`config.mk`:
```
export PLATFORM = sky130hd
export DESIGN_NAME = s3x_emit_flat
export DESIGN_NICKNAME = d
export VERILOG_FILES = /design/src/design/s3x_pkg.sv /design/src/design/s3x_if.sv /design/src/design/s3x_emit.sv /design/src/flat_wrapper.sv
export SDC_FILE = /design/constraint.sdc
export NUM_CORES = 2
export LEC_CHECK = 0
export BUFFER_PORTS_ARGS = -buffer_cell sky130_fd_sc_hd__buf_4
export CAP_MARGIN = 20
export CORE_ASPECT_RATIO = 0.5
export CORE_MARGIN = 2
export CORE_UTILIZATION = 35
export DETAILED_ROUTE_END_ITERATION = 10
export SLEW_MARGIN = 15
export SYNTH_ARGS = -nofsm -noshare
export SYNTH_HDL_FRONTEND = slang
export SYNTH_SLANG_ARGS = --single-unit
```
`constraint.sdc`:
```
create_clock -name clock -period 11 [get_ports clock]
set_clock_uncertainty 0.15 [all_clocks]
set_input_delay 0.55 -clock clock [delete_from_list [all_inputs] [get_ports clock]]
set_output_delay 0.55 -clock clock [all_outputs]
set_load 0.03 [all_outputs]
```
`src/design/s3x_pkg.sv`:
```
// Package for the Scale3x upscaler: sizes, register indexes and block types.
// No dependencies.
`timescale 1ns / 1ps
package s3x_pkg;
   localparam int MaxWidth  = 1024;
   localparam int MaxHeight = 4096;
   localparam int ColW = $clog2(MaxWidth);
   localparam int RowW = $clog2(MaxHeight);

   localparam logic [1:0] RegWidth     = 2'd0;
   localparam logic [1:0] RegHeight    = 2'd1;
   localparam logic [1:0] RegTolerance = 2'd2;

   typedef struct packed {
      logic [7:0] red;
      logic [7:0] green;
      logic [7:0] blue;
      logic [7:0] alpha;
      logic       frame_start;
   } req_type;

   typedef struct packed {
      logic [11:0] out_col;
      logic [13:0] out_row;
      logic [31:0] left_rgba;
      logic [31:0] middle_rgba;
      logic [31:0] right_rgba;
      logic        last_of_run;
      logic        last_of_frame;
   } rsp_type;

   typedef struct packed {
      logic [1:0] index;
      logic [12:0] data;
   } csr_type;

   // One pending block: 3x3 neighborhood (A..I) and its position.
   typedef struct packed {
      logic [8:0][31:0] nb;
      logic [11:0]      col;
      logic [13:0]      row;
      logic             last_run;
      logic             last_frame;
   } blk_type;

   function automatic logic similar(input logic [31:0] p, input logic [31:0] q,
                                    input logic [7:0] tol);
      logic ok;
      logic [7:0] d;
      ok = 1'b1;
      for (int s = 0; s < 4; s++) begin
         d = (p[s*8 +: 8] > q[s*8 +: 8]) ? p[s*8 +: 8] - q[s*8 +: 8]
                                         : q[s*8 +: 8] - p[s*8 +: 8];
         if (d > tol) ok = 1'b0;
      end
      return ok;
   endfunction
endpackage

```
`src/design/s3x_if.sv`:
```


interface s3x_rsp_if;
   logic valid;
   logic ready;
   s3x_pkg::rsp_type payload;
   modport source (output valid, output payload, input ready);
   modport sink (input valid, input payload, output ready);
endinterface


```
`src/design/s3x_emit.sv`:
```
// Block emitter: applies the Scale3x rules to a queued neighborhood and
// sends it as three row transactions. Depends on s3x_pkg and s3x_if.
`timescale 1ns / 1ps
module s3x_emit (
   input  logic                clock,
   input  logic                reset,
   input  logic                blk_valid,
   input  s3x_pkg::blk_type    blk,
   input  logic [7:0]          tol,
   output logic                blk_ready,
   s3x_rsp_if.source           rsp
);
   s3x_pkg::blk_type cur_ff, cur_in;
   logic             busy_ff, busy_in;
   logic [1:0]       sub_ff, sub_in;
   logic [8:0][31:0] px;
   logic [31:0] a, b, c, d, e, f, g, h, i;
   logic db, dh, bf, fh, ea, ec, eg, ei, nw, ne, sw, se, last_sub;

   assign {a, b, c, d, e, f, g, h, i} = cur_ff.nb;
   always_comb begin
      db = s3x_pkg::similar(d, b, tol);
      dh = s3x_pkg::similar(d, h, tol);
      bf = s3x_pkg::similar(b, f, tol);
      fh = s3x_pkg::similar(f, h, tol);
      ea = s3x_pkg::similar(e, a, tol);
      ec = s3x_pkg::similar(e, c, tol);
      eg = s3x_pkg::similar(e, g, tol);
      ei = s3x_pkg::similar(e, i, tol);
      nw = db && !dh && !bf;
      ne = bf && !db && !fh;
      sw = dh && !fh && !db;
      se = fh && !bf && !dh;
      px[0] = nw ? d : e;
      px[1] = ((nw && !ec) || (ne && !ea)) ? b : e;
      px[2] = ne ? f : e;
      px[3] = ((sw && !ea) || (nw && !eg)) ? d : e;
      px[4] = e;
      px[5] = ((ne && !ei) || (se && !ec)) ? f : e;
      px[6] = sw ? d : e;
      px[7] = ((se && !eg) || (sw && !ei)) ? h : e;
      px[8] = se ? f : e;
   end

   assign last_sub  = (sub_ff == 2'd2);
   assign blk_ready = !busy_ff || (rsp.ready && last_sub);
   assign rsp.valid = busy_ff;

   always_comb begin
      rsp.payload.out_col = cur_ff.col;
      rsp.payload.out_row = cur_ff.row + 14'(sub_ff);
      case (sub_ff)
         2'd0: begin
            rsp.payload.left_rgba = px[0];
            rsp.payload.middle_rgba = px[1];
            rsp.payload.right_rgba = px[2];
         end
         2'd1: begin
            rsp.payload.left_rgba = px[3];
            rsp.payload.middle_rgba = px[4];
            rsp.payload.right_rgba = px[5];
         end
         default: begin
            rsp.payload.left_rgba = px[6];
            rsp.payload.middle_rgba = px[7];
            rsp.payload.right_rgba = px[8];
         end
      endcase
      rsp.payload.last_of_run = cur_ff.last_run && last_sub;
      rsp.payload.last_of_frame = cur_ff.last_frame && last_sub;
   end

   always_comb begin
      cur_in = cur_ff;
      busy_in = busy_ff;
      sub_in = sub_ff;
      if (busy_ff && rsp.ready) begin
         sub_in = last_sub ? 2'd0 : sub_ff + 2'd1;
         if (last_sub) busy_in = 1'b0;
      end
      if (blk_valid && blk_ready) begin
         cur_in = blk;
         busy_in = 1'b1;
         sub_in = 2'd0;
      end
   end

   always_ff @(posedge clock) begin
      cur_ff <= cur_in;
      if (reset) begin
         busy_ff <= 1'b0;
         sub_ff <= 2'd0;
      end else begin
         busy_ff <= busy_in;
         sub_ff <= sub_in;
      end
   end

   a_sub_range: assert property (@(posedge clock) disable iff (reset)
      sub_ff != 2'd3) else $error("row index out of range");
   a_idle_sub: assert property (@(posedge clock) disable iff (reset)
      !busy_ff |-> sub_ff == 2'd0 || $past(busy_ff)) else $error("stale row index");
   a_hold: assert property (@(posedge clock) disable iff (reset)
      busy_ff && !rsp.ready |=> $stable(sub_ff)) else $error("row advanced on stall");
endmodule

```
`src/flat_wrapper.sv`:
```
// flat-port wrapper written by rule: the top's interface ports become plain ports
module s3x_emit_flat 
  (clock, reset, blk_valid, blk, tol, blk_ready, rsp_valid, rsp_payload, rsp_ready);
  s3x_rsp_if rsp_i ();
  input  logic clock;
  input  logic reset;
  input  logic blk_valid;
  input  s3x_pkg::blk_type blk;
  input  logic [7:0] tol;
  output logic blk_ready;
  output wire logic [$bits(rsp_i.valid)-1:0] rsp_valid;
  output wire logic [$bits(rsp_i.payload)-1:0] rsp_payload;
  input wire logic [$bits(rsp_i.ready)-1:0] rsp_ready;
  assign rsp_valid = rsp_i.valid;
  assign rsp_payload = rsp_i.payload;
  assign rsp_i.ready = rsp_ready;
  s3x_emit u_core (.clock(clock), .reset(reset), .blk_valid(blk_valid), .blk(blk), .tol(tol), .blk_ready(blk_ready), .rsp(rsp_i));
endmodule
```
* Word level (Yosys, flattened, before mapping) *
Index checks and enable logic that the tools add are counted.

storage, ports and cells
  flip-flop bits (word level) = 319
  input bits = 328
  output and inout port bits = 126
  logic and storage cells = 264

cells by class
  $add $sub $neg = 66
  order comparisons = 64
  equal/unequal tests = 2
  mux-type cells = 77
  reduce and logical (&&, ||, !) cells = 40

operators with widths
  cell                 count
  $gt 8x8->1           64
  $sub 8x8->8          64
  $mux 32              8
  $mux 8               32
  $pmux 96 s2          1
  $mux 1               35
  $logic_and 1x1->1    21
  $add 14x2->14        1
  $logic_not 1->1      9
  $logic_or 1x1->1     5
  $reduce_bool 2->1    2
  $add 2x1->2 const B  1
  $eq 2x1->1 const B   1
  $eq 2x2->1 const B   1
  $logic_not 2->1      1
  $mux 2               1
  $reduce_and 2->1     1
  $reduce_or 2->1      1

* Depth between registers and ports, before layout *
  depth in word-level cells = 14
  gate-level depth with buffers = 25
  mapped depth without buffers = 22

* Worst setup path after synthesis *
OpenSTA, ideal clock, no wires.

  path type = register to register
  start point = reg u_core.sub_ff[1]
  end point = reg u_core.cur_ff (netlist bit u_core.a[0]) (enable)
  setup time = 0.716 ns
  arrival = 8.318 ns
  data required time = 10.134 ns
  setup slack = 1.815 ns
  cell stages (with the launch flop) = 5
  buffers on the path = 1
  clock period less this slack = 9.185 ns
  cell sequence = dfxtp_1 -> clkbuf_1 -> nand3_1 -> nand2_1 -> and2_1

between the ends
  longest elaborated chain between the ends = 4

ends and longest elaborated chain
  item                      line                RTL
  start: declaration        s3x_emit.sv:15      logic [1:0] sub_ff, sub_in;
  start signal: assignment  s3x_emit.sv:95      sub_ff <= sub_in;
  $eq 2x2->1                s3x_emit.sv:45      assign last_sub = (sub_ff == 2'd2);
  $logic_and 1x1->1         s3x_emit.sv:46      assign blk_ready = !busy_ff || (rsp.ready && last_sub);
  $logic_or 1x1->1          s3x_emit.sv:46
  via blk_ready             flat_wrapper.sv:10  output logic blk_ready;
  $logic_and 1x1->1         s3x_emit.sv:81      if (blk_valid && blk_ready) begin
  end signal: assignment    s3x_emit.sv:89      cur_ff <= cur_in;
  end: declaration          s3x_emit.sv:13      s3x_pkg::blk_type cur_ff, cur_in;

The timed path passes the listed nets, and every way through them passes these cells.
A chain may end at the register's enable or synchronous reset.

* Worst setup path in the final report *
  start point = reg u_core.cur_ff (netlist bit u_core.e[16])
  end point = out rsp_payload[8]

between the ends
  longest elaborated chain between the ends = 10
  elaborated cells on any way between the ends = 21
  classes of those cells = add/sub: 4; order compare: 4; mux: 8; reduce/logical: 5

ends and longest elaborated chain
  item                                       line                RTL
  $sub 8x8->8, or another cell as far along  s3x_pkg.sv:53       : q[s*8 +: 8] - p[s*8 +: 8];
  $mux 8                                     s3x_pkg.sv:52       d = (p[s*8 +: 8] > q[s*8 +: 8]) ? p[s*8 +: 8] - q[s*8 +: 8]
  $gt 8x8->1                                 s3x_pkg.sv:54       if (d > tol) ok = 1'b0;
  $mux 1 (2 in a row)                        s3x_pkg.sv:54
  $logic_not 1->1                            s3x_emit.sv:39      px[5] = ((ne && !ei) || (se && !ec)) ? f : e;
  $logic_and 1x1->1                          s3x_emit.sv:39
  $logic_or 1x1->1 (*)                       s3x_emit.sv:39
  $mux 32 (*)                                s3x_emit.sv:39
  $pmux 96 s2 (*)                            s3x_emit.sv:52      case (sub_ff)
  end: declaration                           flat_wrapper.sv:12  output wire logic [$bits(rsp_i.payload)-1:0] rsp_payload;

Every way passes the cells marked *; elsewhere a longest branch is shown, timed or not.

==> impl_metrics.env <==
export IMPL_power_uw=5670
export IMPL_critPathMaxFanout=27
export IMPL_htree_levels=2
export IMPL_ios=454
export IMPL_cap_violations=0
export IMPL_final_setup_viol_count=0
export IMPL_worst_hold_slack_ps=19.3
export IMPL_fmax_ghz=0.116
export IMPL_drtIter0Drc=2033
export IMPL_syn_avg_cell_area_um2=10.1
export IMPL_num_rows=83
export IMPL_antenna_left=0
export IMPL_die_h_um=231
export IMPL_cp_required_ps=10300
export IMPL_cts_num_sinks=319
export IMPL_synth_edf_count=316
export IMPL_cts_buffers=36
export IMPL_fill_cells=9649
export IMPL_tightest_slew_ps=1130
export IMPL_synth_seq_cells=319
export IMPL_start_util_pct=35.3
export IMPL_grtUsageTotal_pct=22.9
export IMPL_finalSetupTns_ps=0
export IMPL_post_route_period_util_pct=78.5
export IMPL_insertion_delay_ps=590
export IMPL_dr_pass1_iters=5
export IMPL_vias=30100
export IMPL_ctsHoldBuffers=314
export IMPL_seqCellArea_mm2=0.00955
export IMPL_end_kind="output pin"
export IMPL_ir_drop_mv=0.0923
export IMPL_place_congestion=0.941
export IMPL_cts_setup_buffers=0
export IMPL_drc=0
export IMPL_routed_via_density=5.24
export IMPL_synthesis_area_mm2=0.0361
export IMPL_core_area_mm2=0.102
export IMPL_leakagePower_uw=0.0212
export IMPL_drt_total_wl_um=125000
export IMPL_clk_path_buf_depth=3
export IMPL_fin_util_pct=44.2
export IMPL_final_setup_worst_slack_ps=2360
export IMPL_synthFlopType="edfxtp_1"
export IMPL_cts_tree="built"
export IMPL_synth_cell_types=63
export IMPL_avgRoutedWirePerCell_um=21.8
export IMPL_hold_viol_final=0
export IMPL_start_kind="register"
export IMPL_grt_pass1_vias=31300
export IMPL_yosysWarnings=0
export IMPL_holdCritPathClass="input pin to register"
export IMPL_multi_input_area_mm2=0.0243
export IMPL_post_cts_resized=0
export IMPL_area_growth_pct=25.3
export IMPL_status="completed"
export IMPL_relSlewSlack_pct=24.9
export IMPL_io_buffers=453
export IMPL_antenna_found_initial=7
export IMPL_drive_gt1_share_pct=15.3
export IMPL_overflow=0
export IMPL_clockRootBuffer="clkbuf_16"
export IMPL_grt_max_degree=149
export IMPL_synth_nets=4721
export IMPL_grt_setup_unrepaired="no"
export IMPL_p_per_area_mw_per_mm2=125
export IMPL_async_flop_share_pct=0
export IMPL_synth_cells=3590
export IMPL_synth_seq_area_share_pct=26.4
export IMPL_die_width_um=458
export IMPL_fin_nets=5481
export IMPL_cts_reportedPaths_clkPinSlew_ps=60
export IMPL_slew_violations=0
export IMPL_path_class="register to output pin"
export IMPL_hpwl_um=96600
export IMPL_dieArea_mm2=0.106
export IMPL_grt_pass1_wl_um=187000
export IMPL_place_ws_ps=3020
export IMPL_period_needed_ps=8640
export IMPL_arrival_ps=7940
-- final timing paths --
kind / startpoint / cells after the start / to / slack (ps)
hold reg to reg: u_core.rsp.valid / 2 / u_core.sub_ff[1] / 470
setup reg to reg: u_core.sub_ff[1] / 5 / u_core.rsp.payload[114] / 6770
setup / recovery: u_core.e[16] / 23 / rsp_payload[8] / 2360
hold / removal: blk[212] / 1 / u_core.d[24] / 20
-- final cells by class --
type / instances / area share, %
Multi-Input combinational cell: 2741 / 53.8
Sequential cell: 319 / 21.1
Timing Repair Buffer: 793 / 14.9
Inverter: 459 / 3.81
Tap cell: 1360 / 3.76
Clock buffer: 39 / 2.06
Clock inverter: 23 / 0.500
Antenna cell: 7 / 0.0387
-- worst max-delay path, cell delays in order (launching register included) --
cell	delay, ps
edfxtp_1	530
inv_1	380
ha_1	220
inv_1	60
fa_1	390
a21o_1	170
a21oi_1	190
o22ai_1	110
o22ai_1	790
mux2_2	440
o21ai_0	160
nand2_1	70
nand2_1	100
xor2_1	210
ha_1	280
nand4_1	150
nor2_1	70
o311ai_1	800
a211o_1	250
o21ai_1	110
o31ai_4	510
buf_4	670
mux2i_1	430
buf_4	230
-- cell usage after synthesis (5+ instances only) --
cell | count | area (µm²)
ha_1 | 738 | 9230
inv_1 | 459 | 1720
a21oi_1 | 335 | 1680
mux2i_1 | 327 | 3270
edfxtp_1 | 316 | 9490
o21ai_0 | 138 | 691
a21o_1 | 130 | 976
xnor2_1 | 129 | 1130
nand4_1 | 127 | 795
nand2_1 | 125 | 469
mux2_2 | 98 | 1100
nor2_1 | 94 | 353
xor2_1 | 75 | 657
fa_1 | 65 | 1300
o22ai_1 | 63 | 394
nor2b_1 | 53 | 332
buf_4 | 35 | 263
o211ai_1 | 29 | 218
buf_2 | 21 | 105
nand2b_1 | 21 | 131
o211a_1 | 20 | 200
o21a_1 | 16 | 120
o21ai_1 | 16 | 80.1
a31oi_1 | 13 | 81.3
a211o_1 | 12 | 105
nand3_1 | 12 | 60.1
o21bai_1 | 12 | 90.1
buf_6 | 11 | 124
a211oi_1 | 7 | 52.6
nor3_1 | 7 | 35.0
or2_2 | 6 | 37.5
a221oi_1 | 5 | 43.8
and3_1 | 5 | 31.3
nor3b_1 | 5 | 37.5
-- routing by layer --
metal,up-vias,routed length [µm],track usage [%]
met1,14600,52500,27.6
met5,-,13,0
li1,14500,-,-
met2,703,62300,41.6
met3,237,4700,2.48
met4,2,5660,9.74
-- per-stage QoR --
step,cell area (µm²),instances
6_report,45300,5741
5_1_grt,45300,5740
4_1_cts,45200,5731
3_5_place_dp,40900,5355
3_3_place_gp,40900,5355
2_1_floorplan,36100,3590
-- report_power, final --
part	total, µW	leakage (µW)	internal (µW)	switching [µW]
sequential	1520	0.00303	1420	97.1
clock	1240	0.000568	674	571
combinational	2900	0.0176	1230	1670
total	5670	0.0212	3330	2340
-- flip-flops by register name (all words and copies together) (netlist names) --
register	flops
u_core.a	32
u_core.e	32
u_core.g	32
u_core.b	32
u_core.d	32
u_core.i	32
u_core.h	32
u_core.c	32
u_core.sub_ff	2
u_core.rsp.payload	12
u_core.cur_ff	16
u_core.rsp.valid	1
u_core.f	32
-- cell usage in the layout, fill, tap and decap left out, types with 37 or more instances in the layout --
cell,netlist,final
o21ai_0,138,138
nor2_1,94,94
o22ai_1,63,63
buf_4,35,476
nand2_1,125,125
a21o_1,130,130
nand4_1,127,127
ha_1,738,738
mux2_2,98,98
xor2_1,75,75
nor2b_1,53,53
a21oi_1,335,335
edfxtp_1,316,316
xnor2_1,129,129
mux2i_1,327,327
clkbuf_16,0,37
inv_1,459,452
dlygate4sd3_1,0,315
fa_1,65,65
-- cell families (layout without fill, tap and decap cells) --
group	count (synthesis)	count (layout)	share of synthesized area [%]
multiplexers	429	429	12.2
AO/OA/AOI/OAI	832	832	14.2
flip-flops	319	319	26.4
XOR/XNOR	204	204	4.95
AND/OR/NAND/NOR	473	473	6.79
buffers and inverters	530	1314	6.18
adder cells (fa/ha/maj)	803	803	29.2
other	0	7	0
Note: power is estimated with default switching activity, not from simulation.
